`src/hdl/tfd_pkg.sv`:
```
// ----------------------------------------------------------------------------
// Text frame deframer package
// Shared constants and the result word type of the deframer.
// ----------------------------------------------------------------------------
package tfd_pkg;

    localparam logic [7:0] SYNC_A = 8'h02;
    localparam logic [7:0] SYNC_B = 8'h4D;
    localparam logic [7:0] SYNC_C = 8'h6C;

    typedef enum logic [1:0] {
        KIND_PAYLOAD  = 2'd0,
        KIND_GOOD_END = 2'd1,
        KIND_BAD_END  = 2'd2
    } kind_t;

    typedef struct packed {
        kind_t      kind;
        logic [7:0] data_byte;
        logic [7:0] source_id;
        logic [7:0] dest_id;
        logic [7:0] payload_length;
        logic       frame_last;
    } tfd_result_t;

endpackage

```
`src/hdl/tfd_parser.sv`:
```
// ----------------------------------------------------------------------------
// Frame parser
// Tracks the frame phase, header fields and running checksum, and forms the
// result word caused by the byte presented at the input.
// ----------------------------------------------------------------------------
module tfd_parser
    import tfd_pkg::*;
(
    input  logic        aclk,
    input  logic        aresetn,
    input  logic        accept,
    input  logic [7:0]  rx_byte,
    output logic        res_valid,
    output tfd_result_t res
);

    typedef enum logic [3:0] {
        PH_HUNT0 = 4'd0,
        PH_HUNT1 = 4'd1,
        PH_HUNT2 = 4'd2,
        PH_HUNT3 = 4'd3,
        PH_DEST  = 4'd4,
        PH_SRC   = 4'd5,
        PH_LEN   = 4'd6,
        PH_DATA  = 4'd7,
        PH_CKLO  = 4'd8,
        PH_CKHI  = 4'd9
    } phase_t;

    phase_t      phase_reg, phase_next;
    logic [7:0]  left_reg, left_next;
    logic [15:0] sum_reg, sum_next;
    logic [7:0]  src_reg, src_next;
    logic [7:0]  dst_reg, dst_next;
    logic [7:0]  len_reg, len_next;
    logic [7:0]  cklo_reg, cklo_next;
    logic [15:0] sum_add;
    logic [7:0]  left_dec;
    phase_t      restart;

    // The term (b xor 255) + b*256 never carries between its two halves.
    assign sum_add  = sum_reg + {rx_byte, ~rx_byte};
    assign left_dec = left_reg - 8'd1;
    assign restart  = (rx_byte == SYNC_A) ? PH_HUNT1 : PH_HUNT0;

    always_comb begin
        phase_next = phase_reg;
        left_next  = left_reg;
        sum_next   = sum_reg;
        src_next   = src_reg;
        dst_next   = dst_reg;
        len_next   = len_reg;
        cklo_next  = cklo_reg;
        res_valid  = 1'b0;
        res.kind           = KIND_PAYLOAD;
        res.data_byte      = 8'd0;
        res.source_id      = src_reg;
        res.dest_id        = dst_reg;
        res.payload_length = len_reg;
        res.frame_last     = 1'b0;
        unique case (phase_reg)
            PH_HUNT1: begin
                phase_next = (rx_byte == SYNC_B) ? PH_HUNT2 : restart;
            end
            PH_HUNT2: begin
                phase_next = (rx_byte == SYNC_C) ? PH_HUNT3 : restart;
            end
            PH_HUNT3: begin
                if (rx_byte == SYNC_A) begin
                    phase_next = PH_DEST;
                    sum_next   = 16'd0;
                end else begin
                    phase_next = PH_HUNT0;
                end
            end
            PH_DEST: begin
                dst_next   = rx_byte;
                sum_next   = sum_add;
                phase_next = PH_SRC;
            end
            PH_SRC: begin
                src_next   = rx_byte;
                sum_next   = sum_add;
                phase_next = PH_LEN;
            end
            PH_LEN: begin
                len_next   = rx_byte;
                left_next  = rx_byte;
                sum_next   = sum_add;
                phase_next = (rx_byte == 8'd0) ? PH_CKLO : PH_DATA;
            end
            PH_DATA: begin
                sum_next      = sum_add;
                left_next     = left_dec;
                phase_next    = (left_dec == 8'd0) ? PH_CKLO : PH_DATA;
                res_valid     = 1'b1;
                res.data_byte = rx_byte;
            end
            PH_CKLO: begin
                cklo_next  = rx_byte;
                phase_next = PH_CKHI;
            end
            PH_CKHI: begin
                phase_next     = PH_HUNT0;
                res_valid      = 1'b1;
                res.frame_last = 1'b1;
                res.kind = ({rx_byte, cklo_reg} == sum_reg) ? KIND_GOOD_END : KIND_BAD_END;
            end
            default: begin
                phase_next = restart;
            end
        endcase
    end

    always_ff @(posedge aclk) begin
        if (!aresetn) begin
            phase_reg <= PH_HUNT0;
            left_reg  <= 8'd0;
            sum_reg   <= 16'd0;
            src_reg   <= 8'd0;
            dst_reg   <= 8'd0;
            len_reg   <= 8'd0;
            cklo_reg  <= 8'd0;
        end else if (accept) begin
            phase_reg <= phase_next;
            left_reg  <= left_next;
            sum_reg   <= sum_next;
            src_reg   <= src_next;
            dst_reg   <= dst_next;
            len_reg   <= len_next;
            cklo_reg  <= cklo_next;
        end
    end

endmodule

```
`src/hdl/tfd_out_reg.sv`:
```
// ----------------------------------------------------------------------------
// Result register
// Holds one result word until the downstream side takes it, and lets a new
// word load in the same cycle the held one leaves.
// ----------------------------------------------------------------------------
module tfd_out_reg
    import tfd_pkg::*;
(
    input  logic        aclk,
    input  logic        aresetn,
    input  logic        load,
    input  tfd_result_t load_word,
    output logic        can_load,
    output logic        m_valid,
    input  logic        m_ready,
    output tfd_result_t m_word
);

    logic        valid_reg, valid_next;
    tfd_result_t word_reg;

    assign can_load = !valid_reg || m_ready;

    always_comb begin
        valid_next = valid_reg;
        if (m_ready) begin
            valid_next = 1'b0;
        end
        if (load) begin
            valid_next = 1'b1;
        end
    end

    always_ff @(posedge aclk) begin
        if (!aresetn) begin
            valid_reg <= 1'b0;
        end else begin
            valid_reg <= valid_next;
        end
    end

    always_ff @(posedge aclk) begin
        if (load) begin
            word_reg <= load_word;
        end
    end

    assign m_valid = valid_reg;
    assign m_word  = word_reg;

endmodule

```
`src/hdl/text_frame_deframer.sv`:
```
// ----------------------------------------------------------------------------
// Text frame deframer
// Hunts for the sync header 02 4D 6C 02 in a received byte stream, then
// passes out each payload byte and one checksum verdict word per frame.
// ----------------------------------------------------------------------------
// A new input word can be taken every cycle while s_ready is high: the phase,
// header fields and 16-bit checksum update in a single pass between the state
// registers and the result register. The result register
// holds one word; while it is full and m_ready is low, s_ready is low.
// Header, address, length and checksum-low words produce no result word.
module text_frame_deframer
    import tfd_pkg::*;
(
    input  logic       aclk,
    input  logic       aresetn,
    input  logic       s_valid,
    output logic       s_ready,
    input  logic [7:0] s_rx_byte,
    output logic       m_valid,
    input  logic       m_ready,
    output logic [1:0] m_kind,
    output logic [7:0] m_data_byte,
    output logic [7:0] m_source_id,
    output logic [7:0] m_dest_id,
    output logic [7:0] m_payload_length,
    output logic       m_frame_last
);

    logic        accept;
    logic        res_valid;
    tfd_result_t res;
    tfd_result_t m_word;

    assign accept = s_valid && s_ready;

    tfd_parser u_parser (
        .aclk      (aclk),
        .aresetn   (aresetn),
        .accept    (accept),
        .rx_byte   (s_rx_byte),
        .res_valid (res_valid),
        .res       (res)
    );

    tfd_out_reg u_out_reg (
        .aclk      (aclk),
        .aresetn   (aresetn),
        .load      (accept && res_valid),
        .load_word (res),
        .can_load  (s_ready),
        .m_valid   (m_valid),
        .m_ready   (m_ready),
        .m_word    (m_word)
    );

    assign m_kind           = m_word.kind;
    assign m_data_byte      = m_word.data_byte;
    assign m_source_id      = m_word.source_id;
    assign m_dest_id        = m_word.dest_id;
    assign m_payload_length = m_word.payload_length;
    assign m_frame_last     = m_word.frame_last;

`ifndef SYNTHESIS
    a_last_matches_kind: assert property (@(posedge aclk) disable iff (!aresetn)
        m_valid |-> (m_frame_last == (m_kind != KIND_PAYLOAD)))
        else $error("frame_last disagrees with kind");

    a_end_has_no_data: assert property (@(posedge aclk) disable iff (!aresetn)
        (m_valid && m_frame_last) |-> (m_data_byte == 8'd0))
        else $error("frame end word carries data");

    a_stall_only_when_full: assert property (@(posedge aclk) disable iff (!aresetn)
        !s_ready |-> (m_valid && !m_ready))
        else $error("input stalled without a blocked result");
`endif

endmodule

```
`config.mk`:
```
export PLATFORM = sky130hd
export DESIGN_NAME = text_frame_deframer
export DESIGN_NICKNAME = d
export VERILOG_FILES = /design/src/hdl/tfd_pkg.sv /design/src/hdl/tfd_parser.sv /design/src/hdl/tfd_out_reg.sv /design/src/hdl/text_frame_deframer.sv
export SDC_FILE = /design/constraint.sdc
export NUM_CORES = 1
export LEC_CHECK = 0
export BUFFER_PORTS_ARGS = -buffer_cell sky130_fd_sc_hd__buf_2
export CORE_ASPECT_RATIO = 1.75
export CORE_MARGIN = 2
export CORE_UTILIZATION = 53
export DETAILED_ROUTE_END_ITERATION = 8
export PLACE_DENSITY = 0.77
export SYNTH_ARGS = -nofsm -noshare
export SYNTH_HDL_FRONTEND = slang
export SYNTH_HIERARCHICAL = 1
export SYNTH_SLANG_ARGS = --single-unit
export TNS_END_PERCENT = 5
```
`constraint.sdc`:
```
create_clock -name aclk -period 2.6 [get_ports aclk]
set_input_delay 0.65 -clock aclk [delete_from_list [all_inputs] [get_ports aclk]]
set_output_delay 0.65 -clock aclk [all_outputs]
set_load 0.02 [all_outputs]
```
Word-level counts from Yosys, hierarchy flattened
Cells that the tools add are included.

storage, ports and cells
  flip-flop bits (word level) = 96
  bits of input ports = 12
  output and inout bits = 37
  logic and storage cells = 63

cells by class
  $add $sub $neg = 2
  equal/unequal tests = 14
  muxes and demuxes = 15
  bitwise operators = 1
  reduce and logical (&&, ||, !) cells = 17

operators by type and width
  operator                                                               number
  4-bit case mux with 9 select lines                                     1
  16-bit case mux with 2 select lines                                    1
  16-bit adder                                                           1
  16-bit equality test                                                   1
  4-bit by 3-bit equality test with 1-bit output, second input constant  4
  8-bit by 7-bit equality test with 1-bit output, second input constant  2
  8-bit logical NOT                                                      2
  16-bit two-way mux                                                     1
  4-bit two-way mux                                                      4
  8-bit case mux with 2 select lines                                     1
  2-bit AND reduction                                                    5
  4-bit by 2-bit equality test with 1-bit output, second input constant  2
  4-bit equality test, second input constant                             2
  8-bit by 2-bit equality test with 1-bit output, second input constant  1
  8-bit inverter                                                         1
  8-bit by 1-bit subtractor with 8-bit output, second input constant     1
  2-bit nonzero test                                                     3
  1-bit two-way mux                                                      5
  4-bit by 1-bit equality test with 1-bit output, second input constant  1
  4-bit OR reduction                                                     1
  3-bit two-way mux                                                      1
  3-bit AND reduction                                                    1
  1-bit logical AND                                                      2
  2-bit two-way mux                                                      1
  4 further kinds                                                        4

Depth between registers and ports, before layout
  depth in word-level cells = 5
  mapped depth = 10
  mapped depth without buffers = 10

Cells and area by module
The synthesis kept the hierarchy.

modules (own cells, without submodules)
  module               times used  cells an instance  area each (sq um)  sequential area each (sq um)
  tfd_parser           1           443                3590.9             1201.2
  tfd_out_reg          1           39                 1099.8             1071.0
  text_frame_deframer  1           2                  12.5               0.0

Worst setup path before layout
No wires, ideal clock.

  path type = input port to flip-flop
  start = input port s_rx_byte[0]
  end = register u_parser.sum_reg[14]
  library setup time = 0.126 ns
  data arrival time = 2.451 ns
  required time = 2.474 ns
  path slack = 0.023 ns
  stages on the path = 10
  buffers on the path = 0
  cells stage by stage = inv_1 -> ha_1 -> fa_1 -> a211oi_1 -> o21ai_0 -> a21oi_1 -> o21ai_0 -> a21oi_1 -> xor2_1 -> o21ai_0

on the way
  longest elaborated chain between the ends = 3
  elaborated cells between the ends (all ways) = 6
  classes of those cells = add/sub (1); eq/ne (2); mux (1); bitwise (1); reduce/logical (1)

ends and longest elaborated chain
  element                                                                           line                                RTL
  start, declared                                                                   text_frame_deframer.sv:18           input logic [7:0] s_rx_byte,
  8-bit inverter or 8-bit by 2-bit equality test with 1-bit output (tied branches)  tfd_parser.sv:42, tfd_parser.sv:69
  16-bit adder or 2-bit by 1-bit inequality test with 1-bit output (tied branches)  -
  16-bit case mux with 2 select lines or 3-bit AND reduction (tied branches)        -
  end signal, assigned                                                              tfd_parser.sv:127                   sum_reg <= sum_next;
  end, declared                                                                     tfd_parser.sv:32                    logic [15:0] sum_reg, sum_next;

Several ways; a longest one is shown, not always the timed one.
A chain may end at the register's enable or synchronous reset.

Final worst setup path
Same ends and word-level chain as after synthesis.

==> flow_summary.yaml <==
sta:
  rsz0062_at_grt: "no"
  timing.slew.headroom_pct: 60.2
  final_min_period_over_clock_period_pct: 90.9
  timing_worst_slew_pin_value_ns: 0.596
  final_max_slew_viol_count: 0
  report.final.setup_viol: 0
  holdWs_ns: 0.430
  post-route-min-period_ns: 2.36
  clock.fmax_mhz: 423
  final.setup_skew_ns: 0.0100
  final-hold-violation-count: 0
placed_design:
  detailed_place_hpwl_mm: 8.54
  number_of_placed_instances_with_taps_included: 671
  placement.cell_area_um2: 5340
  port_buffers: 48
  finalWeightedCongestion: 0.973
routing:
  detailedRoute.firstIterationViolations: 298
  postRouteWirelength_mm: 11.6
  routed_via_density: 5.66
  drt_drc_violations_left: 0
  ant_nets: 0
  vias: 3888
  post_drt_wl_per_cell_um: 16.9
  drt_first_pass_iters: 5
synth:
  postSynthCellCount: 484
  ys_warn_count: 6
  post_synth_and_or_nand_nor_area_fraction_pct: 19.2
  ys_seq_elements: 96
  synth.distinct_cells: 54
  syn-mean-instance-area_um2: 9.72
  synth_sequential_area_ratio_pct: 48.3
  post_synth_xor_area_fraction_pct: 4.10
  cell_area_after_synthesis_um2: 4700
  yosys_most_used_dff: "sky130_fd_sc_hd__dfxtp_1"
  dominant_combinational_cell_family_by_area_after_synthesis: "simple AND/OR/NAND/NOR gates"
  synth-compound-area-share_pct: 15.2
  synthAdderAreaFrac_pct: 4.95
  synth_nets: 514
  postSynth.asyncResetShare_pct: 0
  yosys-mux-area-fraction_pct: 4.89
  synth_enable_flop_cells: 35
layout:
  layout-drive-gt1-share_pct: 21.2
  syn_to_final_growth_pct: 19.8
  layout_commonest_cell: "sky130_fd_sc_hd__dfxtp_1"
  layout.cells.most_common_list: "61 x sky130_fd_sc_hd__dfxtp_1, 48 x sky130_fd_sc_hd__buf_2, 44 x sky130_fd_sc_hd__buf_4, 39 x sky130_fd_sc_hd__a21oi_1, 38 x sky130_fd_sc_hd__nor2b_1"
  layout.cell_area.non_filler_um2: 5630
  final_cell_count_no_fill: 687
  antenna-diode-count: 0
  largest_register_ff_count: 35
  final_nets: 595
grt:
  globalRoute.busiestLayer: "met2"
  groute.layer.met1.usage_pct: 29.8
  grt_pass1_vias: 3852
  grt_first_pass_wirelength_mm: 19.0
  global_route.usage.met3_pct: 4.07
  antenna_found_initial: 0
  globalRoute.totalOverflow: 0
  grt_start_max_net_pins: 37
  global_route.usage.total_pct: 26.0
  grt.met2_usage_pct: 45.5
power:
  internal_power_mw: 2.29
  clkPwrFrac_pct: 42.6
  p_comb_share_pct: 5.8
  switching_share_pct: 23.6
  power.sequential.fraction_pct: 51.7
  vdd_ir_drop_max_mv: 0.341
  leakagePower_nw: 2.26
  power-per-cell-area_nw_per_um2: 531
  power.net_switching_mw: 0.707
critical_path:
  max_stage_delay_cell_worst_path: "sky130_fd_sc_hd__fa_1"
  slowest_delay_ns: 0.38
  timing.critical_path.arrival_ns: 2.60
  cp_max_fo: 3
  critPathLaunchType: "input pin"
  most_frequent_cell_on_critical_path: "sky130_fd_sc_hd__o21ai_0"
  worst_setup_path_end_kind: "flop"
  path_cells: "buf_2 > inv_1 > ha_1 > fa_1 > a211oi_1 > o21ai_0 > a21oi_2 > o21ai_0 > a21oi_1 > xor2_1 > o21ai_0"
  setup.worst_path.class: "in2reg"
  worst_setup_path_startpoint: "s_rx_byte[0]"
  cp.required_ns: 2.84
  worst_r2r_startpoint: "u_parser/sum_reg[0]$_SDFFE_PN0P_"
cts:
  clk_pin_slew_ns: 0.07
  cts_hold_buffers: 0
  tritoncts.num_buffers: 9
  clockRootBuffer: "sky130_fd_sc_hd__clkbuf_16"
  clock_latency_late_sink_ns: 0.35
  cts.sinks: 96
  cts_tree: "done"
  buffers_from_clock_root_to_sink_at_most: 2
  clock_tree.htree_level_count: 3
floorplan:
  placeableCoreArea_um2: 8670
  rows: 45
  die-height_um: 129
  fp.dieArea_um2: 9670
  die_w_um: 75.2
  io_pins: 49
  initial_core_util_pct: 54.2
status:
  run_status: "finished, final reports clean"
run:
  max_cap_viol_count: 0
worst_hold_path:
  min-delay-path-class: "reg2reg"
  holdCritStartpoint: "u_parser/src_reg[1]$_SDFFE_PN0P_"
## timing repair
item | CTS | global route
buffers inserted | 0 | 0
setup endpoints to repair | 0 | 1
gates resized for setup | 0 | 1
## metal layers
layer  vias up  share of wire, %
met3        36               4.4
met5         -                 0
li1       1872                 -
met2       127                52
met4         0               4.6
met1      1853                39
## area by class of cell
| cell class | count | area (um^2) |
|---|---|---|
| Fill cell | 763 | 3040 |
| Multi-Input combinational cell | 349 | 2280 |
| Sequential cell | 96 | 2270 |
| Timing Repair Buffer | 93 | 591 |
| Clock buffer | 9 | 225 |
| Tap cell | 117 | 146 |
| Clock inverter | 7 | 62.6 |
| Inverter | 16 | 60.1 |
## cells by family after synthesis
| family | count (synthesis) |
|---|---|
| fa+ha+maj | 18 |
| buf+inv | 39 |
| mux | 23 |
| compound gates | 118 |
| simple gates | 168 |
| flops | 96 |
| xor+xnor | 22 |
## power by group through the flow
| stage | clock (mW) | sequential (mW) | combinational [mW] |
|---|---|---|---|
| 2_1_floorplan | 0 | 1.58 | 0.0825 |
| 3_3_place_gp | 0 | 1.58 | 0.168 |
| 3_5_place_dp | 0 | 1.58 | 0.170 |
| 4_1_cts | 1.30 | 1.55 | 0.171 |
| 5_1_grt | 1.35 | 1.55 | 0.186 |
| 6_report | 1.27 | 1.55 | 0.173 |
## metrics by stage
stage | setup slack, ns | setup TNS [ns] | total power [mW] | utilization, %
6_report | 0.237 | 0 | 2.99 | 65.0
5_1_grt | 0.0372 | 0 | 3.08 | 65.0
3_3_place_gp | -0.186 | -0.330 | 1.75 | 61.6
4_1_cts | 0.190 | 0 | 3.01 | 64.9
3_5_place_dp | -0.167 | -0.346 | 1.75 | 61.6
2_1_floorplan | 0.0230 | 0 | 1.66 | -
## path summary, 6_finish.rpt
| kind | endpoint | slack [ns] | cells past startpoint |
|---|---|---|---|
| max | u_parser/sum_reg[14]$_SDFFE_PN0P_ | 0.24 | 11 |
| min | u_out_reg/m_word[18]$_DFFE_PP_ | 0.43 | 0 |
| max reg2reg | u_parser/sum_reg[14]$_SDFFE_PN0P_ | 0.33 | 9 |
| min reg2reg | u_out_reg/m_word[18]$_DFFE_PP_ | 0.43 | 0 |
## worst max-delay path, delay by kind of cell
family,cells,cell delay [ns]
compound gates,6,1.06
xor+xnor,1,0.14
fa+ha+maj,2,0.60
buf+inv,2,0.14
## cells in the mapped netlist (2+ instances only)
library cell / instances / area (um^2)
sky130_fd_sc_hd__nand3_1: 10 / 50.1
sky130_fd_sc_hd__xor2_1: 9 / 78.8
sky130_fd_sc_hd__nor4b_1: 2 / 17.5
sky130_fd_sc_hd__o31ai_1: 2 / 15.0
sky130_fd_sc_hd__and2_1: 5 / 31.3
sky130_fd_sc_hd__a31oi_1: 3 / 18.8
sky130_fd_sc_hd__o21a_1: 2 / 15.0
sky130_fd_sc_hd__ha_1: 17 / 213
sky130_fd_sc_hd__or3_1: 6 / 37.5
sky130_fd_sc_hd__a21boi_0: 5 / 37.5
sky130_fd_sc_hd__nand2_1: 29 / 109
sky130_fd_sc_hd__o21ai_0: 37 / 185
sky130_fd_sc_hd__nor2_1: 37 / 139
sky130_fd_sc_hd__o21bai_1: 3 / 22.5
sky130_fd_sc_hd__nand2b_1: 5 / 31.3
sky130_fd_sc_hd__nand4_1: 5 / 31.3
sky130_fd_sc_hd__a21oi_1: 40 / 200
sky130_fd_sc_hd__a22oi_1: 5 / 37.5
sky130_fd_sc_hd__a211oi_1: 5 / 37.5
sky130_fd_sc_hd__clkbuf_1: 19 / 71.3
sky130_fd_sc_hd__edfxtp_1: 35 / 1050
sky130_fd_sc_hd__inv_1: 16 / 60.1
sky130_fd_sc_hd__a21o_1: 6 / 45.0
sky130_fd_sc_hd__xnor2_1: 13 / 114
sky130_fd_sc_hd__dfxtp_1: 61 / 1220
sky130_fd_sc_hd__and3_1: 4 / 25.0
sky130_fd_sc_hd__nor3_1: 12 / 60.1
sky130_fd_sc_hd__buf_2: 3 / 15.0
sky130_fd_sc_hd__nor2b_1: 38 / 238
sky130_fd_sc_hd__nor2_2: 2 / 12.5
sky130_fd_sc_hd__mux2i_1: 23 / 230
sky130_fd_sc_hd__nor4_1: 3 / 18.8
(Power assumes the default switching activity.)
